### config.mk
export PLATFORM = sky130hd
export DESIGN_NAME = pfx_fifo
export DESIGN_NICKNAME = d
export VERILOG_FILES = /design/src/rtl/pfx_pkg.sv /design/src/rtl/pfx_fifo.sv
export SDC_FILE = /design/constraint.sdc
export NUM_CORES = 1
export LEC_CHECK = 0
export BUFFER_PORTS_ARGS = -buffer_cell sky130_fd_sc_hd__buf_4
export CAP_MARGIN = 0
export CORE_MARGIN = 8
export CORE_UTILIZATION = 50
export DETAILED_ROUTE_END_ITERATION = 6
export GPL_TIMING_DRIVEN = 0
export HOLD_SLACK_MARGIN = 0.15
export PLACE_DENSITY = 0.71
export REMOVE_ABC_BUFFERS = 1
export SYNTH_ARGS = -nofsm -noshare
export SYNTH_HDL_FRONTEND = slang
export SYNTH_SLANG_ARGS = --single-unit
### constraint.sdc
create_clock -name clk_i -period 6.2 [get_ports clk_i]
set_input_delay 0.93 -clock clk_i [delete_from_list [all_inputs] [get_ports clk_i]]
set_output_delay 0.93 -clock clk_i [all_outputs]
set_load 0.01 [all_outputs]
### src/rtl/pfx_pkg.sv
// ----------------------------------------------------------------------------
// pfx_pkg
// shared constants, codes and types of the postfix expression evaluator
// ----------------------------------------------------------------------------
`timescale 1ns / 1ps

package pfx_pkg;

  localparam int DATA_W      = 32;
  localparam int CH_W        = 8;
  localparam int STACK_DEPTH = 128;
  localparam int ADDR_W      = $clog2(STACK_DEPTH);
  localparam int CNT_W       = $clog2(STACK_DEPTH + 1);
  localparam int FIFO_DEPTH  = 4;
  localparam int FIFO_PTR_W  = $clog2(FIFO_DEPTH);
  localparam int FIFO_CNT_W  = $clog2(FIFO_DEPTH + 1);
  localparam int DIV_CNT_W   = $clog2(DATA_W);

  localparam logic [CH_W-1:0]   CH_NUL   = 8'h00;
  localparam logic [CH_W-1:0]   CH_PLUS  = 8'h2B;
  localparam logic [CH_W-1:0]   CH_MINUS = 8'h2D;
  localparam logic [CH_W-1:0]   CH_STAR  = 8'h2A;
  localparam logic [CH_W-1:0]   CH_SLASH = 8'h2F;
  localparam logic [CH_W-1:0]   CH_ZERO  = 8'h30;
  localparam logic [CH_W-1:0]   CH_NINE  = 8'h39;
  localparam logic [DATA_W-1:0] DEC_BASE = 32'd10;

  typedef enum logic [2:0] {
    OP_NONE,
    OP_ADD,
    OP_SUB,
    OP_MUL,
    OP_DIV,
    OP_END
  } pfx_op_e;

  // one command from the front: optional number push, then an operation
  typedef struct packed {
    logic              push_en;
    logic [DATA_W-1:0] push_val;
    pfx_op_e           op;
  } pfx_cmd_t;

  typedef enum logic [3:0] {
    BK_IDLE,
    BK_PUSH,
    BK_POP_B,
    BK_GET_B,
    BK_POP_A,
    BK_GET_A,
    BK_EXEC,
    BK_DIV,
    BK_WRITE,
    BK_POP_R,
    BK_GET_R,
    BK_EMIT
  } pfx_bk_state_e;

  typedef enum logic [1:0] {
    DV_IDLE,
    DV_RUN,
    DV_FIX
  } pfx_dv_state_e;

  typedef struct packed {
    logic              start;
    logic [DATA_W-1:0] dividend;
    logic [DATA_W-1:0] divisor;
  } pfx_div_req_t;

  typedef struct packed {
    logic              done;
    logic [DATA_W-1:0] quotient;
  } pfx_div_rsp_t;

  function automatic logic is_digit(logic [CH_W-1:0] ch);
    return (ch >= CH_ZERO) && (ch <= CH_NINE);
  endfunction

  function automatic pfx_op_e classify(logic [CH_W-1:0] ch);
    pfx_op_e op;
    op = OP_NONE;
    if (ch == CH_PLUS)  op = OP_ADD;
    if (ch == CH_MINUS) op = OP_SUB;
    if (ch == CH_STAR)  op = OP_MUL;
    if (ch == CH_SLASH) op = OP_DIV;
    if (ch == CH_NUL)   op = OP_END;
    return op;
  endfunction

endpackage

### src/rtl/pfx_fifo.sv
// ----------------------------------------------------------------------------
// pfx_fifo
// short command queue between front and back
// ----------------------------------------------------------------------------
`timescale 1ns / 1ps

module pfx_fifo (
  input  logic              clk_i,
  input  logic              rst_ni,
  input  logic              push_valid_i,
  output logic              push_ready_o,
  input  pfx_pkg::pfx_cmd_t push_data_i,
  output logic              pop_valid_o,
  input  logic              pop_ready_i,
  output pfx_pkg::pfx_cmd_t pop_data_o
);
  import pfx_pkg::*;

  pfx_cmd_t              entry_q [FIFO_DEPTH];
  logic [FIFO_PTR_W-1:0] wr_ptr_q, rd_ptr_q;
  logic [FIFO_CNT_W-1:0] cnt_q;
  logic                  do_push, do_pop;

  assign push_ready_o = (cnt_q != FIFO_CNT_W'(FIFO_DEPTH));
  assign pop_valid_o  = (cnt_q != '0);
  assign pop_data_o   = entry_q[rd_ptr_q];
  assign do_push      = push_valid_i && push_ready_o;
  assign do_pop       = pop_valid_o && pop_ready_i;

  always_ff @(posedge clk_i or negedge rst_ni) begin
    if (!rst_ni) begin
      wr_ptr_q <= '0;
      rd_ptr_q <= '0;
      cnt_q    <= '0;
    end else begin
      if (do_push) wr_ptr_q <= wr_ptr_q + 1'b1;
      if (do_pop)  rd_ptr_q <= rd_ptr_q + 1'b1;
      if (do_push && !do_pop) cnt_q <= cnt_q + 1'b1;
      if (do_pop && !do_push) cnt_q <= cnt_q - 1'b1;
    end
  end

  always_ff @(posedge clk_i) begin
    if (do_push) entry_q[wr_ptr_q] <= push_data_i;
  end

endmodule

==> results of run 1 <==
==> worst max-delay path: stages (launching register included) <==
cell and delay [ns]:
dfrtp_2 0.80, buf_12 0.30, mux4_2 0.55, buf_4 0.16
==> metal layers <==
metal	GRT usage (%)	share of wire, %	up-vias
met3	4.674	5.5	13
met1	17.59	42	1286
met5	0	0	-
met2	22.04	51	67
li1	-	-	1133
met4	6.245	1.3	0
==> synthesized netlist by cell type (all sizes together), types with 3 or more instances <==
cell / n / area [um^2]
edfxtp: 144 / 4324
mux4: 36 / 810.8
buf: 8 / 47.54
dfrtp: 7 / 175.2
inv: 6 / 22.52
ha: 5 / 62.56
and3: 4 / 30.03
xnor2: 3 / 26.28
xor2: 3 / 26.28
==> cell type report <==
type | instances | area (um^2) | share of cell area [%]
Sequential cell | 151 | 4502 | 65.06
Multi-Input combinational cell | 60 | 1046 | 15.12
Timing Repair Buffer | 79 | 625.6 | 9.042
Clock buffer | 18 | 417.9 | 6.040
Tap cell | 140 | 175.2 | 2.532
Clock inverter | 13 | 130.1 | 1.881
Inverter | 6 | 22.52 | 0.3255
==> worst paths after layout <==
path	startpoint	end	slack, ns	depth (start not counted)
hold / removal	rst_ni	cnt_q[2]	0.22	1
max in group asynchronous	rst_ni	rd_ptr_q[1]	5.84	1
setup reg to reg	cnt_q[0]	cnt_q[2]	3.98	9
min in group clk_i	cnt_q[2]	cnt_q[2]	0.51	1
hold reg to reg	cnt_q[2]	cnt_q[2]	0.51	1
setup / recovery	rd_ptr_q[0]	pop_data_o[18]	2.94	3
==> power groups by stage <==
stage	Sequential, mW	Clock (mW)	Combinational [mW]
floorplan	1.50	0	0.541
global placement	1.56	0	0.932
detailed placement	1.51	0	1.01
CTS	1.49	0.970	1.02
global route	1.51	1.00	1.07
finish	1.48	0.946	0.989
==> flip-flops by register name (all words and copies together), names as in the netlist <==
name      flops
wr_ptr_q      2
rd_ptr_q      2
cnt_q         3
entry_q     144
==> cell families (layout without fill, tap and decap cells) <==
kind of cell,count (synthesis),in the layout,share of synthesized area (%)
and+or+nand+nor,9,9,1.159
buffers and inverters,14,116,1.248
adders and majority gates,6,6,1.471
xor gates and xnor gates,6,6,0.9360
AOI/OAI and AO/OA,1,1,0.1783
muxes,38,38,14.88
DFF,151,151,80.12
==> per-stage QoR <==
step	power, mW	std cells	util [%]	hold WS [ns]	area (um^2)
final	3.415	467	63.55	0.2154	6919
after global routing	3.585	467	63.55	0.1975	6919
after CTS	3.479	467	63.55	0.1880	6919
after detailed placement	2.522	436	58.52	0.4928	6371
after global placement	2.489	434	58.06	0.4922	6321
after floorplan	2.036	217	-	0.4690	5568
==> results.json, run 1 <==
{
  "wirelength_um": 9794,
  "grt_usage_pct": 14.07,
  "pwr-share-seq_pct": 43.3,
  "ir_worst_vdd_mv": 0.2925,
  "period_share_pct": 52.56,
  "skew_ns": 0.006408,
  "totalNegativeSetupSlack_ns": 0,
  "worst_setup_path_end_kind": "output port",
  "yosysWarnings": 0,
  "ioPinCount": 78,
  "io_buffers": 77,
  "layout-drive-gt1-share_pct": 47.09,
  "drt_iter0_drc": 194,
  "cts_tree": "built",
  "synthFlopType": "edfxtp_1",
  "dp_slack_ns": 3.414,
  "vias": 2499,
  "die_x_um": 122.0,
  "cts_root_buf": "clkbuf_8",
  "dp_hpwl_um": 5789,
  "grt.overflow.total": 0,
  "routedWlPerCell_um": 20.97,
  "timing.fmax_mhz": 306.9,
  "grt_max_degree": 37,
  "ant_nets": 0,
  "ys_seq_elements": 151,
  "async_reset_ff_share_pct": 4.636,
  "hold_buffers": 0,
  "viasPerCell": 5.351,
  "syn_area_um2": 5615,
  "drtPass1Iterations": 4,
  "grt_pass1_wl_um": 15310,
  "final_common_cell": "edfxtp_1",
  "post_cts_resized": 0,
  "clkTransAtPathRegs_ns": 0.06,
  "clockPowerShare_pct": 27.7,
  "fillerInstances": 752,
  "antenna_found_initial": 0,
  "place_congestion": 0.7176,
  "holdCritPathClass": "input port to asynchronous set/reset pin",
  "n_antenna_cell": 0,
  "critPathLaunchType": "flop",
  "intPower_mw": 2.462,
  "slew_headroom_pct": 34.58,
  "synth-edff-count": 144,
  "route.detailed.drc": 0,
  "cts-htree-levels": 4,
  "path_max_fanout": 20,
  "cts.sink_count": 151,
  "synth_cell_types": 19,
  "grt_pass1_vias": 2767,
  "die_area_um2": 14880,
  "worst_slack_ns": 2.941,
  "setup_viol": 0,
  "tightest_slew_ns": 0.9813,
  "cap_violations": 0,
  "clk_path_buf_depth": 2,
  "area_growth_pct": 23.22,
  "worstPathArrival_ns": 2.33,
  "avgSynthCellArea_um2": 24.96,
  "pwr_density_cell_nw_per_um2": 493.6,
  "clock_latency_ns": 0.52,
  "cts_setup_buffers": 0,
  "crit_type": "flop to output port",
  "core_um2": 10890,
  "period_minus_slack_ns": 3.259,
  "cp_data_required_time_ns": 5.27,
  "status": "finished, final reports clean",
  "p_switching_uw": 953.1,
  "slew_viol_final": 0,
  "die_h_um": 122.0,
  "initial_utilization_pct": 51.57,
  "p_sw_share_pct": 27.90,
  "synth_cells": 225,
  "num-nets-final": 361,
  "finalHoldViolCount": 0,
  "grt_setup_unrepaired": "no",
  "seq_area_frac_synth_pct": 80.12,
  "rows": 38,
  "cts-buffers-inserted": 17,
  "layout_common_cells": "edfxtp_1 (144), buf_4 (77), mux4_2 (36)",
  "power_leakage_nw": 2.423,
  "p_comb_share_pct": 29.0
}
No activity file was read; power rests on OpenSTA's default activity.
==> inputs of run 2 (changes only) <==
--- a/config.mk
+++ b/config.mk
@@ -12,7 +12,7 @@
 export DETAILED_ROUTE_END_ITERATION = 6
 export GPL_TIMING_DRIVEN = 0
 export HOLD_SLACK_MARGIN = 0.15
-export PLACE_DENSITY = 0.71
+export PLACE_DENSITY = 0.74
 export REMOVE_ABC_BUFFERS = 1
 export SYNTH_ARGS = -nofsm -noshare
 export SYNTH_HDL_FRONTEND = slang
==> constraint.sdc (replaced) <==
create_clock -name clk_i -period 2.8 [get_ports clk_i]
set_input_delay 0.42 -clock clk_i [delete_from_list [all_inputs] [get_ports clk_i]]
set_output_delay 0.42 -clock clk_i [all_outputs]
set_load 0.01 [all_outputs]
==> results.json, run 2 (synthesis results as in run 1) <==
{
  "cp_data_required_time_ns": 2.38,
  "die_h_um": 122.0,
  "drtPass1Iterations": 4,
  "core_um2": 10890,
  "path_cells": "buf_12 -> mux4_2 -> buf_4",
  "finalPower_mw": 7.773,
  "worstPathArrival_ns": 2.19,
  "viasPerCell": 5.280,
  "grt_pass1_wl_um": 16320,
  "antenna_found_initial": 0,
  "grt_max_degree": 37,
  "cap_violations": 0,
  "holdCritPathClass": "input port to asynchronous set/reset pin",
  "setup_viol": 0,
  "cts_tree": "built",
  "crit_slowest_cell": "dfrtp_4",
  "slowest_delay_ns": 0.69,
  "cts-htree-levels": 4,
  "cts-buffers-inserted": 17,
  "clkTransAtPathRegs_ns": 0.06,
  "pwr_density_cell_nw_per_um2": 1062,
  "grt_setup_unrepaired": "no",
  "grt.overflow.total": 0,
  "multi_input_area_um2": 1046,
  "die_x_um": 122.0,
  "place_area_um2": 6364,
  "seqCellArea_um2": 4504,
  "grt_usage_pct": 15.04,
  "num-nets-final": 398,
  "fin_area_um2": 7320,
  "tightest_slew_ns": 0.9985,
  "period_share_pct": 93.30,
  "crit_type": "flop to output port",
  "drt_iter0_drc": 239,
  "ir_worst_vdd_mv": 0.9777,
  "ioPinCount": 78,
  "reg2reg_depth": 9,
  "final_common_cell": "edfxtp_1",
  "clock_latency_ns": 0.52,
  "slew_viol_final": 0,
  "path_delay_family": "flip-flops",
  "top_register": "entry_q",
  "grt_pass1_vias": 3032,
  "period_minus_slack_ns": 2.612,
  "place_congestion": 0.6527,
  "vias": 2661,
  "power_leakage_nw": 2.596,
  "route.detailed.drc": 0,
  "routedWlPerCell_um": 20.44,
  "area_growth_pct": 30.35,
  "n_antenna_cell": 0,
  "die_area_um2": 14880,
  "path_max_fanout": 20,
  "finalHoldViolCount": 0,
  "slew_headroom_pct": 33.44,
  "wirelength_um": 10300,
  "layout-drive-gt1-share_pct": 41.76,
  "worst_setup_path_end_kind": "output port",
  "status": "finished, final reports clean",
  "reg_top3": "entry_q x144, cnt_q x3",
  "cts.sink_count": 151,
  "clk_path_buf_depth": 2,
  "crit_buf_inv": 2,
  "layout_common_cells": "edfxtp_1 (144), buf_4 (77), dlygate4sd3_1 (37)",
  "io_buffers": 77,
  "dp_hpwl_um": 5732,
  "skew_ns": 0.008705,
  "largest_register_ff_count": 144,
  "path_depth": 3,
  "fillerInstances": 710,
  "initial_utilization_pct": 51.57,
  "cts_root_buf": "clkbuf_8",
  "critPathLaunchType": "flop",
  "timing.fmax_mhz": 382.8,
  "ant_nets": 0,
  "rows": 38
}
-- run 2: area by class of cell --
class,instances,share of cell area (%)
Clock inverter,10,2.103
Tap cell,140,2.393
Clock buffer,21,5.863
Inverter,6,0.3077
Sequential cell,151,61.54
Timing Repair Buffer,116,13.50
Multi-Input combinational cell,60,14.29
-- run 2: power by group --
part | internal [mW] | switching, mW | total, mW
registers | 3.01 | 0.238 | 3.25
logic | 1.21 | 1.06 | 2.27
clock network | 1.43 | 0.821 | 2.25
-- run 2: per-stage QoR --
| stage | setup WS, ns | std cells | setup TNS, ns | util, % | hold WS (ns) |
|---|---|---|---|---|---|
| CTS | 0.1012 | 504 | 0 | 67.23 | 0.2082 |
| global placement | -0.6557 | 434 | -22.75 | 58.06 | 0.2358 |
| detailed placement | 0.5058 | 436 | 0 | 58.45 | 0.2375 |
| floorplan | 0.1287 | 217 | 0 | - | 0.1244 |
| finish | 0.1876 | 504 | 0 | 67.23 | 0.2392 |
| global route | 0.04805 | 504 | 0 | 67.23 | 0.2170 |
-- run 2: final timing paths --
kind                       slack [ns]        endpoint         from
setup / recovery                 0.19  pop_data_o[13]  rd_ptr_q[0]
setup reg to reg                 0.53        cnt_q[2]     cnt_q[0]
min in group clk_i               0.24     rd_ptr_q[0]  pop_ready_i
hold reg to reg                  0.53        cnt_q[2]     cnt_q[2]
max in group asynchronous        2.42     rd_ptr_q[1]       rst_ni
hold / removal                   0.24        cnt_q[0]       rst_ni
-- run 2: worst reg2reg max path, cell delays in order, from the launching register on --
cell and delay (ns):
dfrtp_1 0.43, or3b_4 0.45, and2_4 0.19, inv_1 0.06
ha_1 0.18, inv_1 0.06, fa_1 0.37, xor2_1 0.15
nor2_1 0.11, xor2_1 0.19
-- run 2: timing repair --
| item | 4_1_cts | 5_1_grt |
|---|---|---|
| hold endpoints to repair | 151 | 0 |
| resized for setup | 1 | 0 |
| setup buffers | 0 | 0 |
| endpoints found under the setup margin | 19 | 0 |
| hold buffers | 37 | 0 |
-- run 2: routing by layer --
metal	GRT usage, %	wire length (um)	vias to the layer above
met5	0	0	-
met4	7.479	112	0
met3	4.627	585	11
met2	24.91	5483	75
met1	17.48	4121	1380
li1	-	-	1195
==> inputs of run 3 (changes only) <==
--- a/config.mk
+++ b/config.mk
@@ -9,10 +9,12 @@
 export CAP_MARGIN = 0
 export CORE_MARGIN = 8
 export CORE_UTILIZATION = 50
+export CTS_BUF_LIST = sky130_fd_sc_hd__clkbuf_2 sky130_fd_sc_hd__clkbuf_4 sky130_fd_sc_hd__clkbuf_8
 export DETAILED_ROUTE_END_ITERATION = 6
 export GPL_TIMING_DRIVEN = 0
 export HOLD_SLACK_MARGIN = 0.15
 export PLACE_DENSITY = 0.74
+export RECOVER_POWER = 50
 export REMOVE_ABC_BUFFERS = 1
 export SYNTH_ARGS = -nofsm -noshare
 export SYNTH_HDL_FRONTEND = slang
==> results.json, run 3 (synthesis results as in run 1) <==
{
  "io_buffers": 77,
  "period_minus_slack_ns": 2.535,
  "fin_area_um2": 6877,
  "worst_r2r_endpoint": "cnt_q[2]",
  "critPathLaunchType": "flop",
  "die_area_um2": 14880,
  "slew_headroom_pct": 33.53,
  "path_max_fanout": 20,
  "power_leakage_nw": 2.332,
  "drt_iter0_drc": 184,
  "grt_pass1_wl_um": 15750,
  "finalNonFillerCells": 491,
  "grt_usage_pct": 14.57,
  "finalHoldViolCount": 0,
  "holdCritPathClass": "input port to flop",
  "pwr_density_cell_nw_per_um2": 1044,
  "cp_data_required_time_ns": 2.38,
  "ir_worst_vdd_mv": 0.7781,
  "largest_register_ff_count": 144,
  "viasPerCell": 5.340,
  "initial_utilization_pct": 51.57,
  "setup_viol": 0,
  "num-nets-final": 385,
  "clock_latency_ns": 0.44,
  "clkTransAtPathRegs_ns": 0.08,
  "final_common_cell": "edfxtp_1",
  "crit_end": "pop_data_o[13]",
  "grt_pass1_vias": 2931,
  "dp_hpwl_um": 5732,
  "rr_startpoint": "cnt_q[0]",
  "place_area_um2": 6364,
  "layout-drive-gt1-share_pct": 33.05,
  "fillerInstances": 783,
  "path_delay_family": "flip-flops",
  "cts_setup_buffers": 0,
  "ioPinCount": 78,
  "ff2ff_setup_slack_ns": 0.47,
  "place_congestion": 0.6527,
  "startpoint": "rd_ptr_q[0]",
  "rows": 38,
  "cts-htree-levels": 4,
  "dp_cells": 436,
  "worst_setup_path_end_kind": "output port",
  "slowest_delay_ns": 0.70,
  "vias": 2622,
  "route.detailed.drc": 0,
  "antenna_found_initial": 0,
  "cap_violations": 0,
  "path_depth": 3,
  "grt_setup_unrepaired": "no",
  "cts_root_buf": "clkbuf_8",
  "cts-buffers-inserted": 17,
  "routedWlPerCell_um": 20.46,
  "grt.overflow.total": 0,
  "n_antenna_cell": 0,
  "reg_top3": "entry_q x144, cnt_q x3",
  "tightest_slew_ns": 0.9971,
  "slew_viol_final": 0,
  "layout_common_cells": "edfxtp_1 (144), buf_4 (39), clkbuf_1 (38)",
  "crit_type": "flop to output port",
  "area_growth_pct": 22.46,
  "die_x_um": 122.0,
  "top_register": "entry_q",
  "path_cells": "buf_12 -> mux4_2 -> buf_4",
  "timing.fmax_mhz": 394.5,
  "whs_path_depth": 1,
  "core_um2": 10890,
  "crit_buf_inv": 2,
  "clk_path_buf_depth": 2,
  "skew_ns": 0.008108,
  "cts.sink_count": 151,
  "period_share_pct": 90.52,
  "drtPass1Iterations": 4,
  "grt_max_degree": 37,
  "crit_slowest_cell": "dfrtp_4",
  "worstPathArrival_ns": 2.11,
  "reg2reg_depth": 9,
  "wirelength_um": 10040,
  "die_h_um": 122.0,
  "cts_tree": "built",
  "ant_nets": 0,
  "status": "finished, final reports clean"
}
-- run 3: changes by cell type in the layout (fill, tap and decap cells not counted), sizes merged --
cell / change
buf: -38
dlygate4sd3: -13
clkbuf: +38
-- run 3: worst min path at each step --
| stage | start | endpoint |
|---|---|---|
| after detailed placement | rst_ni | cnt_q[2] |
| after global routing | push_data_i[20] | entry_q[3][20] |
| final | push_data_i[20] | entry_q[3][20] |
| after floorplan | rst_ni | cnt_q[0] |
| after CTS | push_data_i[19] | entry_q[2][19] |
| after global placement | rst_ni | cnt_q[2] |
-- run 3: per-stage QoR --
stage / total power, mW / hold WS, ns / setup TNS [ns] / worst slack, ns / util, %
after floorplan: 4.509 / 0.1244 / 0 / 0.1287 / -
after global placement: 5.495 / 0.2358 / -22.75 / -0.6557 / 58.06
after detailed placement: 5.576 / 0.2375 / 0 / 0.5058 / 58.45
after CTS: 7.324 / 0.1504 / 0 / 0.003282 / 63.76
after global routing: 7.557 / 0.2343 / 0 / 0.1026 / 63.16
final: 7.181 / 0.2469 / 0 / 0.2654 / 63.16
-- run 3: timing repair --
| action | CTS | global route |
|---|---|---|
| gates resized for setup | 0 | 1 |
| hold buffers | 16 | 8 |
| setup endpoints to repair | 0 | 19 |
| hold endpoints to repair | 55 | 25 |
-- run 3: layout make-up --
type	count	area (um^2)	area share [%]
inverter	6	22.52	0.3275
multi-input combinational	60	1041	15.14
clock inverter	10	153.9	2.238
sequential	151	4504	65.50
timing repair buffer	103	715.7	10.41
tap	140	175.2	2.547
clock buffer	21	264.0	3.839
-- run 3: report_power, final --
group	internal [mW]	switching [mW]
clock	0.997	0.738
combinational	1.16	1.04
sequential	3.01	0.235
total	5.17	2.01
-- run 3: per-layer routing --
layer | global-route usage (%) | wire, um
met4 | 5.860 | 127
met1 | 16.87 | 4026
met2 | 23.78 | 5305
met5 | 0 | 0
met3 | 5.923 | 585
