**src/rtl/pfx_pkg.sv**
```systemverilog
// ----------------------------------------------------------------------------
// pfx_pkg
// shared constants, codes and types of the postfix expression evaluator
// ----------------------------------------------------------------------------
`timescale 1ns / 1ps

package pfx_pkg;

  localparam int DATA_W      = 32;
  localparam int CH_W        = 8;
  localparam int STACK_DEPTH = 128;
  localparam int ADDR_W      = $clog2(STACK_DEPTH);
  localparam int CNT_W       = $clog2(STACK_DEPTH + 1);
  localparam int FIFO_DEPTH  = 4;
  localparam int FIFO_PTR_W  = $clog2(FIFO_DEPTH);
  localparam int FIFO_CNT_W  = $clog2(FIFO_DEPTH + 1);
  localparam int DIV_CNT_W   = $clog2(DATA_W);

  localparam logic [CH_W-1:0]   CH_NUL   = 8'h00;
  localparam logic [CH_W-1:0]   CH_PLUS  = 8'h2B;
  localparam logic [CH_W-1:0]   CH_MINUS = 8'h2D;
  localparam logic [CH_W-1:0]   CH_STAR  = 8'h2A;
  localparam logic [CH_W-1:0]   CH_SLASH = 8'h2F;
  localparam logic [CH_W-1:0]   CH_ZERO  = 8'h30;
  localparam logic [CH_W-1:0]   CH_NINE  = 8'h39;
  localparam logic [DATA_W-1:0] DEC_BASE = 32'd10;

  typedef enum logic [2:0] {
    OP_NONE,
    OP_ADD,
    OP_SUB,
    OP_MUL,
    OP_DIV,
    OP_END
  } pfx_op_e;

  // one command from the front: optional number push, then an operation
  typedef struct packed {
    logic              push_en;
    logic [DATA_W-1:0] push_val;
    pfx_op_e           op;
  } pfx_cmd_t;

  typedef enum logic [3:0] {
    BK_IDLE,
    BK_PUSH,
    BK_POP_B,
    BK_GET_B,
    BK_POP_A,
    BK_GET_A,
    BK_EXEC,
    BK_DIV,
    BK_WRITE,
    BK_POP_R,
    BK_GET_R,
    BK_EMIT
  } pfx_bk_state_e;

  typedef enum logic [1:0] {
    DV_IDLE,
    DV_RUN,
    DV_FIX
  } pfx_dv_state_e;

  typedef struct packed {
    logic              start;
    logic [DATA_W-1:0] dividend;
    logic [DATA_W-1:0] divisor;
  } pfx_div_req_t;

  typedef struct packed {
    logic              done;
    logic [DATA_W-1:0] quotient;
  } pfx_div_rsp_t;

  function automatic logic is_digit(logic [CH_W-1:0] ch);
    return (ch >= CH_ZERO) && (ch <= CH_NINE);
  endfunction

  function automatic pfx_op_e classify(logic [CH_W-1:0] ch);
    pfx_op_e op;
    op = OP_NONE;
    if (ch == CH_PLUS)  op = OP_ADD;
    if (ch == CH_MINUS) op = OP_SUB;
    if (ch == CH_STAR)  op = OP_MUL;
    if (ch == CH_SLASH) op = OP_DIV;
    if (ch == CH_NUL)   op = OP_END;
    return op;
  endfunction

endpackage

```
**src/rtl/pfx_if.sv**
```systemverilog
// ----------------------------------------------------------------------------
// pfx_in_if / pfx_out_if
// valid/ready channels for characters in and results out
// ----------------------------------------------------------------------------
`timescale 1ns / 1ps

interface pfx_in_if;
  logic       valid;
  logic       ready;
  logic [7:0] ch;

  modport source (output valid, output ch, input ready);
  modport sink   (input valid, input ch, output ready);
endinterface


```
**src/rtl/pfx_front.sv**
```systemverilog
// ----------------------------------------------------------------------------
// pfx_front
// character intake: number accumulation and token classification
// ----------------------------------------------------------------------------
`timescale 1ns / 1ps

module pfx_front (
  input  logic              clk_i,
  input  logic              rst_ni,
  pfx_in_if.sink            char_i,
  output logic              cmd_valid_o,
  output pfx_pkg::pfx_cmd_t cmd_o,
  input  logic              cmd_ready_i
);
  import pfx_pkg::*;

  logic [DATA_W-1:0] acc_q, acc_d;
  logic              pend_q, pend_d;
  logic              take;
  logic              digit;
  pfx_op_e           op;
  logic [CH_W-1:0]   dig_val;

  assign char_i.ready = cmd_ready_i;
  assign take         = char_i.valid && char_i.ready;
  assign digit        = is_digit(char_i.ch);
  assign op           = classify(char_i.ch);
  assign dig_val      = char_i.ch - CH_ZERO;

  // a plain separator with nothing pending sends no command
  assign cmd_valid_o    = take && !digit && (pend_q || (op != OP_NONE));
  assign cmd_o.push_en  = pend_q;
  assign cmd_o.push_val = acc_q;
  assign cmd_o.op       = op;

  always_comb begin
    acc_d  = acc_q;
    pend_d = pend_q;
    if (take) begin
      if (digit) begin
        acc_d  = acc_q * DEC_BASE + {{(DATA_W-CH_W){1'b0}}, dig_val};
        pend_d = 1'b1;
      end else begin
        acc_d  = '0;
        pend_d = 1'b0;
      end
    end
  end

  always_ff @(posedge clk_i or negedge rst_ni) begin
    if (!rst_ni) begin
      acc_q  <= '0;
      pend_q <= 1'b0;
    end else begin
      acc_q  <= acc_d;
      pend_q <= pend_d;
    end
  end

endmodule

```
**src/flat_wrapper.sv**
```systemverilog
// flat-port wrapper written by rule: the top's interface ports become plain ports
module pfx_front_flat import pfx_pkg::*;
  (clk_i, rst_ni, cmd_valid_o, cmd_o, cmd_ready_i, char_i_valid, char_i_ch, char_i_ready);
  pfx_in_if char_i_i ();
  input  logic clk_i;
  input  logic rst_ni;
  output logic cmd_valid_o;
  output pfx_pkg::pfx_cmd_t cmd_o;
  input  logic cmd_ready_i;
  input wire logic [$bits(char_i_i.valid)-1:0] char_i_valid;
  input wire logic [$bits(char_i_i.ch)-1:0] char_i_ch;
  output wire logic [$bits(char_i_i.ready)-1:0] char_i_ready;
  assign char_i_i.valid = char_i_valid;
  assign char_i_i.ch = char_i_ch;
  assign char_i_ready = char_i_i.ready;
  pfx_front u_core (.clk_i(clk_i), .rst_ni(rst_ni), .char_i(char_i_i), .cmd_valid_o(cmd_valid_o), .cmd_o(cmd_o), .cmd_ready_i(cmd_ready_i));
endmodule
```
**config.mk**
```make
export PLATFORM = sky130hd
export DESIGN_NAME = pfx_front_flat
export DESIGN_NICKNAME = d
export VERILOG_FILES = /design/src/rtl/pfx_pkg.sv /design/src/rtl/pfx_if.sv /design/src/rtl/pfx_front.sv /design/src/flat_wrapper.sv
export SDC_FILE = /design/constraint.sdc
export NUM_CORES = 1
export LEC_CHECK = 0
export BUFFER_PORTS_ARGS = -buffer_cell sky130_fd_sc_hd__buf_2
export CAP_MARGIN = 30
export CORE_UTILIZATION = 50
export CTS_CLUSTER_DIAMETER = 50
export CTS_CLUSTER_SIZE = 24
export DETAILED_ROUTE_END_ITERATION = 7
export HOLD_SLACK_MARGIN = 0.08
export PLACE_DENSITY = 0.8
export SYNTH_ARGS = -nofsm -noshare
export SYNTH_HDL_FRONTEND = slang
export SYNTH_SLANG_ARGS = --single-unit
```
**constraint.sdc**
```tcl
create_clock -name clk_i -period 4.9 [get_ports clk_i]
set_input_delay 0.245 -clock clk_i [delete_from_list [all_inputs] [get_ports clk_i]]
set_output_delay 0.245 -clock clk_i [all_outputs]
set_load 0.03 [all_outputs]
```
==> results of run 1 <==
[final cells by class]
cell class / instances / area [µm²] / share of cell area (%)
Clock buffer: 7 / 96.34 / 2.176
Clock inverter: 1 / 5.005 / 0.1130
Inverter: 7 / 26.28 / 0.5934
Multi-Input combinational cell: 424 / 3069 / 69.31
Sequential cell: 33 / 825.8 / 18.65
Tap cell: 102 / 127.6 / 2.882
Timing Repair Buffer: 52 / 277.8 / 6.273
[sequential cells by signal, summed over array words and instances, names as in the netlist]
signal,flops
u_core.acc_q,32
u_core.pend_q,1
[synth_stat cells, drive strengths merged (2+ instances only)]
cell type / number
nor2: 29
a211oi: 6
xor2: 16
nand3b: 2
buf: 5
and4: 2
inv: 7
o31ai: 4
or2: 5
clkbuf: 8
fa: 2
a22o: 2
nand2: 66
ha: 65
and3: 6
nor4: 8
a21o: 14
xnor2: 34
o21ai: 49
o21a: 5
a21oi: 31
and2: 3
a31o: 2
nor3: 7
o21bai: 3
a311oi: 4
a31oi: 5
nand2b: 4
o211ai: 5
nand3: 15
nand4: 10
dfrtp: 33
[logic make-up after synthesis]
family                   synth area share [%]
AND/OR/NAND/NOR                         20.05
AO/OA/AOI/OAI                           23.57
buffers and inverters                   2.168
multiplexers                           0.2828
XOR/XNOR                                11.75
adder cells (fa/ha/maj)                 21.43
flip-flops                              20.74
[layer usage]
layer	wire length [µm]	track usage, %	vias to the layer above
li1	-	-	1854
met1	4522	31.86	1747
met2	4806	42.11	82
met3	374	3.434	20
met4	227	8.995	0
met5	0	0	-
[worst min-delay path by stage]
stage	start	end	depth (start not counted)
2_1_floorplan	rst_ni	u_core.acc_q[0]$_DFFE_PN0P_	0
3_3_place_gp	rst_ni	u_core.acc_q[17]$_DFFE_PN0P_	1
3_5_place_dp	rst_ni	u_core.acc_q[18]$_DFFE_PN0P_	1
4_1_cts	char_i_ch[0]	u_core.acc_q[0]$_DFFE_PN0P_	3
5_1_grt	char_i_ch[0]	u_core.acc_q[0]$_DFFE_PN0P_	3
6_report	char_i_ch[0]	u_core.acc_q[0]$_DFFE_PN0P_	3
[power breakdown]
| group | switching (µW) | total [µW] | internal, µW |
|---|---|---|---|
| clock network | 112 | 240 | 127 |
| registers | 2.23 | 276 | 274 |
| logic | 45.4 | 70.4 | 25.0 |
[worst max-delay path: cells and delay by family, from the launching register on]
family | cells | cell delay (ns)
and+or+nand+nor | 6 | 1.57
adders and majority gates | 3 | 0.96
AOI/OAI and AO/OA | 2 | 0.60
DFF | 1 | 0.44
xor gates and xnor gates | 2 | 0.43
[timing repair]
action	in CTS	in global routing
hold buffers	1	0
hold endpoints to repair	33	0
setup endpoints to repair	0	0
setup buffers	0	0
[metrics by stage]
| stage | instance area [µm²] | total power (µW) | std cells |
|---|---|---|---|
| after global routing | 4428 | 610.3 | 626 |
| after floorplan | 3981 | 325.7 | 477 |
| final | 4428 | 586.1 | 626 |
| after global placement | 4302 | 349.1 | 616 |
| after CTS | 4428 | 590.7 | 626 |
| after detailed placement | 4317 | 351.5 | 617 |
==> impl_metrics.ini, run 1 <==
[run_status]
run_status = finished, final reports clean

[finish]
final_cell_mix = sky130_fd_sc_hd__nand2_1, sky130_fd_sc_hd__ha_1, sky130_fd_sc_hd__buf_2
drive_above_1_share_pct = 15.08
areaGrowthSynthToFinish_pct = 11.22
fillers = 701
nNetsFinal = 602
antenna-diode-count = 0
final_core_utilization_pct = 57.30
layout_commonest_cell = sky130_fd_sc_hd__nand2_1

[synth]
synth.top_cell.area_share_pct = 20.74
synth_enable_flop_cells = 0
synthTopCellsByArea = sky130_fd_sc_hd__dfrtp_1, sky130_fd_sc_hd__ha_1, sky130_fd_sc_hd__xnor2_1
most_instantiated_flip_flop_cell_in_the_synthesis_netlist = sky130_fd_sc_hd__dfrtp_1
avgSynthCellArea_um2 = 8.347
synth-seq-area-share_pct = 20.74
synth_cell_types = 65
post_synth_instance_area_um2 = 3981
synthesis.instances = 477
yosysTopAreaCell = sky130_fd_sc_hd__dfrtp_1
synth_async_sr_flop_share_pct = 100.0
synth-warning-count = 0
ys_seq_elements = 33
synth_nets = 556

[cts]
buffer_depth_of_the_longest_clock_path = 2
htree_levels = 2
cts_root_buffer = sky130_fd_sc_hd__clkbuf_8
count_of_cells_resized_by_post_cts_repair = 0
clk_pin_slew_worst_paths_ns = 0.07
cts_tree = built
clk_latency_ns = 0.30
cts_buffers = 5
clock-sinks = 33

[critical_path]
timing.reg2reg.setup_slack_ns = 0.80
setup.worst_path.end_class = register
critical-path-max-stage-delay_ns = 0.45
arrival_ns = 4.29
cp_data_required_time_ns = 5.09
endpoint = u_core.acc_q[30]$_DFFE_PN0P_
startpoint_of_the_worst_slack_reg_to_reg_timing_path = u_core.acc_q[1]$_DFFE_PN0P_
worstSetupPathType = register to register
worst_setup_path_startpoint = u_core.acc_q[1]$_DFFE_PN0P_
crit_path_top_delay_cell = sky130_fd_sc_hd__nor3_1
crit-reg2reg-capture = u_core.acc_q[30]$_DFFE_PN0P_
worst_setup_path_start_kind = register
path_cells = ha_1 > ha_1 > fa_1 > a211oi_1 > nor2_1 > xor2_1 > nor2b_1 > nand4_1 > nor3_1 > and4_1 > nand4_1 > xnor2_1 > o31ai_1
critical_path_peak_fanout = 5
worst-r2r-cell-count = 13

[floorplanning]
core_region_area_um2 = 7727
die_area_um2 = 8324
std_cell_rows = 32
io_pins = 50
starting_density_of_the_core_pct = 51.52
die_width_um = 91.24
die_height_um = 91.24

[sta]
worst_slew_pin_slew_ns = 0.8072
maxSlewHeadroom_pct = 46.19
setup_total_negative_slack_ns = 0
maxClockFrequency_mhz = 243.7
setup_viol_count_final = 0
clock_skew_ns = 0.009292
final.period_utilization_pct = 83.76
final_hold_viol_count = 0
post-route-min-period_ns = 4.104
report.final.slew_viol_count = 0
setup_slack_ns = 0.7960
worst_hold_slack_ns = 0.2358
grt_setup_unrepaired = false

[global_routing]
grt_first_pass_wirelength_mm = 16.61
number_of_global_route_vias_before_repair = 3521
grt_antenna_before_repair = 0
track_usage_pct = 24.75
grt_overflow = 0
largest_net_degree_at_the_start_of_global_routing = 41

[place]
place_congestion = 0.9289
io_port_bufs = 49
dp.final_hpwl_mm = 7.802
pre_cts_worst_setup_slack_ns = 0.8707

[route]
drt_pass1_iterations = 4
wirelength_mm = 9.930
routedWlPerCell_um = 15.86
initialDrtViolationCount = 168
number_of_vias_per_cell_after_detailed_routing = 5.915
route.vias.total = 3703
final_antenna_net_count = 0
detail_route.drc_violations = 0

[flow_run]
maxCapViolCount = 0

[power]
leakagePower_uw = 0.002269
ir_drop_uv = 107.3
powerDensity_nw_per_um2 = 132.4

[worst_hold_path]
hold_class = input port to register
(Power assumes the default switching activity.)
==> inputs of run 2 (changes only) <==
--- a/config.mk
+++ b/config.mk
@@ -12,7 +12,7 @@
 export CTS_CLUSTER_SIZE = 24
 export DETAILED_ROUTE_END_ITERATION = 7
 export HOLD_SLACK_MARGIN = 0.08
-export PLACE_DENSITY = 0.8
+export PLACE_DENSITY = 0.83
 export SYNTH_ARGS = -nofsm -noshare
 export SYNTH_HDL_FRONTEND = slang
 export SYNTH_SLANG_ARGS = --single-unit
==> constraint.sdc (replaced) <==
create_clock -name clk_i -period 3.3 [get_ports clk_i]
set_input_delay 0.165 -clock clk_i [delete_from_list [all_inputs] [get_ports clk_i]]
set_output_delay 0.165 -clock clk_i [all_outputs]
set_load 0.03 [all_outputs]
==> run 2 against run 1 <==
The run now ends with setup timing left. Maximum frequency increased by 11%. Utilization increased by 15 points. Via count increased by 23%. Global-route usage increased by 5.5 points. Clock power increased by 75%. Combinational power increased by 100%. Routed wire length increased by 39%. Cell count increased by 18%. Final area increased by 27%. Die area unchanged. Highest routed layer unchanged.
==> impl_metrics.ini, run 2 (synthesized netlist as in run 1, its figures left out) <==
[run_status]
run_status = finished, violations left
violations_in_the_final_reports = setup timing

[global_routing]
largest_net_degree_at_the_start_of_global_routing = 34
groute.layer.met3.usage_pct = 4.606
grt_first_pass_wirelength_mm = 20.31
number_of_global_route_vias_before_repair = 4374
global_route.usage.met2_pct = 53.98
track_usage_pct = 30.23
global_route.usage.met1_pct = 35.99
grt_overflow = 0
grt.busiest_layer = met2
grt_antenna_before_repair = 0

[floorplanning]
die_height_um = 91.24
io_pins = 50
core_region_area_um2 = 7727
starting_density_of_the_core_pct = 51.52
std_cell_rows = 32
die_area_um2 = 8324
die_width_um = 91.24

[sta]
clock_skew_ns = 0.005386
maxSlewHeadroom_pct = 43.91
report.final.slew_viol_count = 0
worst_slew_pin_slew_ns = 0.8394
maxClockFrequency_mhz = 270.9
setup_viol_count_final = 14
grt_setup_unrepaired = true
post-route-min-period_ns = 3.691
final.period_utilization_pct = 111.8
setup_total_negative_slack_ns = -2.839
final_hold_viol_count = 0
setup_slack_ns = -0.3909

[route]
drt_pass1_iterations = 5
detail_route.drc_violations = 0
route.vias.total = 4540
number_of_vias_per_cell_after_detailed_routing = 6.152
routedWlPerCell_um = 18.69
initialDrtViolationCount = 375
wirelength_mm = 13.79
final_antenna_net_count = 0

[finish]
fillers = 534
top_register = u_core.acc_q
drive_above_1_share_pct = 38.52
nNetsFinal = 714
final_cell_mix = sky130_fd_sc_hd__buf_4, sky130_fd_sc_hd__nand2_1, sky130_fd_sc_hd__ha_1
final_design_area_no_fill_um2 = 5619
reg_top3 = u_core.acc_q (32), u_core.pend_q (1)
antenna-diode-count = 0
layout_commonest_cell = sky130_fd_sc_hd__buf_4
areaGrowthSynthToFinish_pct = 41.14
max_ffs_per_register = 32

[power]
seq_power_share_pct = 42.2
pwr-share-comb_pct = 14.7
total_switching_power_uw = 258.9
powerDensity_nw_per_um2 = 173.0
leakagePower_uw = 0.002909
ir_drop_uv = 160.0
power.switching_fraction_pct = 26.64
power_frac_clock_pct = 43.1
cellInternalPower_uw = 713.1

[worst_hold_path]
hold_class = input port to register

[cts]
buffer_depth_of_the_longest_clock_path = 2
clk_latency_ns = 0.30
cts_root_buffer = sky130_fd_sc_hd__clkbuf_8
clock-sinks = 33
clk_pin_slew_worst_paths_ns = 0.08
cts_buffers = 5
cts_tree = built
htree_levels = 2

[critical_path]
setup.worst_path.end_class = register
worst_setup_path_start_kind = register
worstSetupPathType = register to register
cpLargestDelayFamily = compound AO/OA/AOI/OAI gates
critical-path-max-stage-delay_ns = 0.44
path_cells = ha_1 > ha_4 > buf_4 > nand2_1 > o21ai_0 > a211oi_2 > or2_1 > a31oi_2 > xor2_1 > buf_4 > and2_1 > nand4_1 > xnor2_1 > o31ai_1
arrival_ns = 3.88
worstPathBufferInverterCount = 2
cp_data_required_time_ns = 3.49
critical_path_peak_fanout = 4
crit_top_cell = sky130_fd_sc_hd__buf_4
crit_path_top_delay_cell = sky130_fd_sc_hd__dfrtp_2

[place]
postPlaceCellArea_um2 = 5077
io_port_bufs = 49
dp.final_hpwl_mm = 9.129
place_congestion = 0.9428

[flow_run]
maxCapViolCount = 0
==> run 2: cell type report <==
class,instances,area [µm²],share of cell area (%)
clock buffers,7,86.33,1.536
inverters,7,26.28,0.4676
well taps,102,127.6,2.271
multi-input cells,424,3388,60.30
clock inverters,1,30.03,0.5344
flip-flops and latches,33,838.3,14.92
repair buffers,164,1122,19.97
==> run 2: worst reg2reg max path, cell delays in order (launching register included) <==
cell and delay (ns):
sky130_fd_sc_hd__dfrtp_2 0.44, sky130_fd_sc_hd__ha_1 0.37, sky130_fd_sc_hd__ha_4 0.32, sky130_fd_sc_hd__buf_4 0.11
sky130_fd_sc_hd__nand2_1 0.14, sky130_fd_sc_hd__o21ai_0 0.34, sky130_fd_sc_hd__a211oi_2 0.11, sky130_fd_sc_hd__or2_1 0.27
sky130_fd_sc_hd__a31oi_2 0.30, sky130_fd_sc_hd__xor2_1 0.30, sky130_fd_sc_hd__buf_4 0.19, sky130_fd_sc_hd__and2_1 0.16
sky130_fd_sc_hd__nand4_1 0.15, sky130_fd_sc_hd__xnor2_1 0.16, sky130_fd_sc_hd__o31ai_1 0.22
==> run 2: path summary, 6_finish.rpt <==
check | start | to | slack (ns) | cells after the start
worst max-delay path | u_core.acc_q[8]$_DFFE_PN0P_ | u_core.acc_q[30]$_DFFE_PN0P_ | -0.39 | 14
worst min-delay path | char_i_ch[0] | u_core.acc_q[0]$_DFFE_PN0P_ | 0.15 | 3
worst max register to register | u_core.acc_q[8]$_DFFE_PN0P_ | u_core.acc_q[30]$_DFFE_PN0P_ | -0.39 | 14
worst min register to register | u_core.acc_q[31]$_DFFE_PN0P_ | u_core.acc_q[31]$_DFFE_PN0P_ | 0.51 | 2
max in group asynchronous | rst_ni | u_core.acc_q[0]$_DFFE_PN0P_ | 2.24 | 2
min in group asynchronous | rst_ni | u_core.acc_q[12]$_DFFE_PN0P_ | 0.49 | 2
==> run 2: stage by stage <==
step	hold slack [ns]	worst slack, ns	std cells	utilization, %	total power [µW]
6_report	0.1500	-0.3909	738	72.72	971.9
5_1_grt	0.1853	-0.5243	738	72.72	1008
4_1_cts	0.1489	-0.2544	728	69.27	955.8
3_5_place_dp	0.2984	-0.2825	711	65.71	539.8
3_3_place_gp	0.2813	-0.1515	711	65.71	533.8
2_1_floorplan	-0.1306	-0.1092	477	-	486.2
==> run 2: power groups by stage <==
stage / sequential [µW] / combinational (µW) / clock (µW)
floorplan: 422 / 63.9 / 0
global placement: 418 / 116 / 0
detailed placement: 418 / 122 / 0
CTS: 410 / 126 / 420
global route: 410 / 155 / 443
finish: 410 / 143 / 419
==> run 2: repair_timing <==
item,CTS,global route
gates resized for setup,15,37
pin swaps,15,19
setup buffers,8,10
setup endpoints to repair,12,18
hold buffers,1,0
hold endpoints to repair,33,0
==> run 2: per-layer routing <==
layer | part of all wire, % | wire (µm) | up-vias
met5 | 0 | 0 | -
met4 | 4.2 | 576 | 0
met3 | 6.3 | 872 | 63
met2 | 50 | 6932 | 237
met1 | 39 | 5411 | 2160
li1 | - | - | 2080
==> inputs of run 3 (changes only) <==
--- a/config.mk
+++ b/config.mk
@@ -7,12 +7,13 @@
 export LEC_CHECK = 0
 export BUFFER_PORTS_ARGS = -buffer_cell sky130_fd_sc_hd__buf_2
 export CAP_MARGIN = 30
+export CORE_MARGIN = 2
 export CORE_UTILIZATION = 50
 export CTS_CLUSTER_DIAMETER = 50
 export CTS_CLUSTER_SIZE = 24
 export DETAILED_ROUTE_END_ITERATION = 7
 export HOLD_SLACK_MARGIN = 0.08
-export PLACE_DENSITY = 0.83
+export PLACE_DENSITY = 0.8
 export SYNTH_ARGS = -nofsm -noshare
 export SYNTH_HDL_FRONTEND = slang
 export SYNTH_SLANG_ARGS = --single-unit
==> constraint.sdc (replaced) <==
create_clock -name clk_i -period 3.9 [get_ports clk_i]
set_input_delay 0.195 -clock clk_i [delete_from_list [all_inputs] [get_ports clk_i]]
set_output_delay 0.195 -clock clk_i [all_outputs]
set_load 0.03 [all_outputs]
==> run 3 against run 2 <==
Cell count down 13%. Total power fell by 24%. The flow now finishes without violations. Critical path type unchanged. Non-clock buffer count decreased by 95. Largest cell class unchanged. Maximum frequency down 0.99%. Routed wire length decreased by 27%. Count of clock-buffer cells in the layout unchanged. Clock skew increased by 0.0028 ns. Global-route usage is 6.4 points lower.
==> impl_metrics.ini, run 3 (synthesized netlist as in run 1, its figures left out) <==
[critical_path]
worstPathBufferInverterCount = 0
arrival_ns = 3.94
critical-path-max-stage-delay_ns = 0.49
path_cells = ha_1 > ha_1 > o21a_1 > a21oi_1 > a21oi_1 > a22o_1 > o32ai_1 > xnor2_1 > nand3_1 > nor4b_2 > xnor3_1 > o21ai_1
worst_setup_path_start_kind = register
cpLargestDelayFamily = compound AO/OA/AOI/OAI gates
crit_path_top_delay_cell = sky130_fd_sc_hd__a21oi_1
critical_path_peak_fanout = 9
setup.worst_path.end_class = register
timing.reg2reg.setup_slack_ns = 0.17
worstSetupPathType = register to register
cp_data_required_time_ns = 4.12

[route]
m1WireLength_mm = 4.709
number_of_vias_per_cell_after_detailed_routing = 5.852
wirelength_mm = 10.10
final_antenna_net_count = 0
initialDrtViolationCount = 186
routed_length_on_met3_um = 362
detail_route.drc_violations = 0
routedWlPerCell_um = 15.71
dr_wl_met2_mm = 4.938
drt_pass1_iterations = 4
route.vias.total = 3763
highest_layer = met4

[finish]
layout_commonest_cell = sky130_fd_sc_hd__nand2_1
drive_above_1_share_pct = 19.59
max_ffs_per_register = 32
final_core_utilization_pct = 59.67
final_design_area_no_fill_um2 = 4611
reg_top3 = u_core.acc_q (32), u_core.pend_q (1)
final_cell_mix = sky130_fd_sc_hd__nand2_1, sky130_fd_sc_hd__ha_1, sky130_fd_sc_hd__buf_2
post_layout_nonfiller_instances = 643
areaGrowthSynthToFinish_pct = 15.81
nNetsFinal = 619
top_register = u_core.acc_q
antenna-diode-count = 0

[global_routing]
grt_first_pass_wirelength_mm = 16.94
number_of_global_route_vias_before_repair = 3523
grt_overflow = 0
grt_antenna_before_repair = 0
largest_net_degree_at_the_start_of_global_routing = 41
track_usage_pct = 23.85

[power]
pwr-share-comb_pct = 12.3
ir_drop_uv = 126.2
total_switching_power_uw = 205.3
seq_power_share_pct = 46.6
cellInternalPower_uw = 537.6
power.switching_fraction_pct = 27.64
power_frac_clock_pct = 41.0
leakagePower_uw = 0.002384
powerDensity_nw_per_um2 = 161.1

[cts]
cts_root_buffer = sky130_fd_sc_hd__clkbuf_8
cts_buffers = 5
clk_latency_ns = 0.29
clock-sinks = 33
clk_pin_slew_worst_paths_ns = 0.08
htree_levels = 2
cts_tree = built
buffer_depth_of_the_longest_clock_path = 2

[sta]
report.final.slew_viol_count = 0
setup_slack_ns = 0.1721
clock_skew_ns = 0.008197
setup_viol_count_final = 0
post-route-min-period_ns = 3.728
worst_slew_pin_slew_ns = 0.7933
final_hold_viol_count = 0
maxClockFrequency_mhz = 268.2
final.period_utilization_pct = 95.59
grt_setup_unrepaired = true
maxSlewHeadroom_pct = 47.11

[floorplanning]
die_area_um2 = 8693
std_cell_rows = 32
die_width_um = 93.24
starting_density_of_the_core_pct = 51.52
core_region_area_um2 = 7727
die_height_um = 93.24
io_pins = 50

[place]
pre_cts_worst_setup_slack_ns = -0.02623
postPlaceCellArea_um2 = 4392
dp.final_hpwl_mm = 7.865
io_port_bufs = 49
place_congestion = 0.9292
placed_cells_incl_taps = 628

[flow_run]
maxCapViolCount = 0

[run_status]
run_status = finished, final reports clean

[worst_hold_path]
hold_class = input port to register
## run 3: cell types whose count changed in the layout (fill, tap and decap cells not counted), sizes merged
cell	delta
buf	-95
bufinv	-1
clkinv	+1
## run 3: metal layers
| layer | track usage [%] | vias up |
|---|---|---|
| met1 | 32.10 | 1776 |
| met5 | 0 | - |
| li1 | - | 1897 |
| met3 | 3.223 | 11 |
| met2 | 41.19 | 79 |
| met4 | 4.289 | 0 |
## run 3: cell type report
type	instances	area, µm²
multi-input cells	424	3124
clock inverters	1	5.005
flip-flops and latches	33	825.8
inverters	7	26.28
well taps	102	127.6
repair buffers	69	405.4
clock buffers	7	96.34
fillers	661	3117
## run 3: worst paths after layout
kind                                              start                            to  cells past startpoint
max                        u_core.acc_q[20]$_DFFE_PN0P_  u_core.acc_q[31]$_DFFE_PN0P_                     12
min                                        char_i_ch[0]   u_core.acc_q[0]$_DFFE_PN0P_                      3
max reg2reg                u_core.acc_q[20]$_DFFE_PN0P_  u_core.acc_q[31]$_DFFE_PN0P_                     12
min reg2reg                u_core.acc_q[31]$_DFFE_PN0P_  u_core.acc_q[31]$_DFFE_PN0P_                      2
max in group asynchronous                        rst_ni  u_core.acc_q[29]$_DFFE_PN0P_                      2
min in group asynchronous                        rst_ni  u_core.acc_q[18]$_DFFE_PN0P_                      2
## run 3: power groups by stage
stage          Clock [µW]  Sequential (µW)  Combinational (µW)
3_3_place_gp            0              353                86.8
5_1_grt               330              347                 102
6_report              305              346                91.5
2_1_floorplan           0              357                52.4
3_5_place_dp            0              353                90.0
4_1_cts               307              346                91.5
## run 3: timing repair
action / CTS / global route
endpoints found under the setup margin: 2 / 7
pin swaps: 0 / 7
hold buffers: 1 / 0
resized for setup: 2 / 13
endpoints found under the hold margin: 33 / 0
setup buffers: 0 / 5
## run 3: through the flow
step	setup TNS [ns]	power, µW	hold WS, ns
after detailed placement	-0.03056	443.1	0.3344
after floorplan	0	409.2	-0.1006
final	0	742.9	0.1835
after global routing	-0.04393	778.3	0.2123
after global placement	0	439.8	0.3208
after CTS	0	745.3	0.1739
## run 3: worst reg2reg max path, stage by stage (launching register included)
cell,delay (ns)
sky130_fd_sc_hd__dfrtp_1,0.42
sky130_fd_sc_hd__ha_1,0.31
sky130_fd_sc_hd__ha_1,0.44
sky130_fd_sc_hd__o21a_1,0.17
sky130_fd_sc_hd__a21oi_1,0.49
sky130_fd_sc_hd__a21oi_1,0.22
sky130_fd_sc_hd__a22o_1,0.23
sky130_fd_sc_hd__o32ai_1,0.30
sky130_fd_sc_hd__xnor2_1,0.23
sky130_fd_sc_hd__nand3_1,0.16
sky130_fd_sc_hd__nor4b_2,0.31
sky130_fd_sc_hd__xnor3_1,0.25
sky130_fd_sc_hd__o21ai_1,0.13
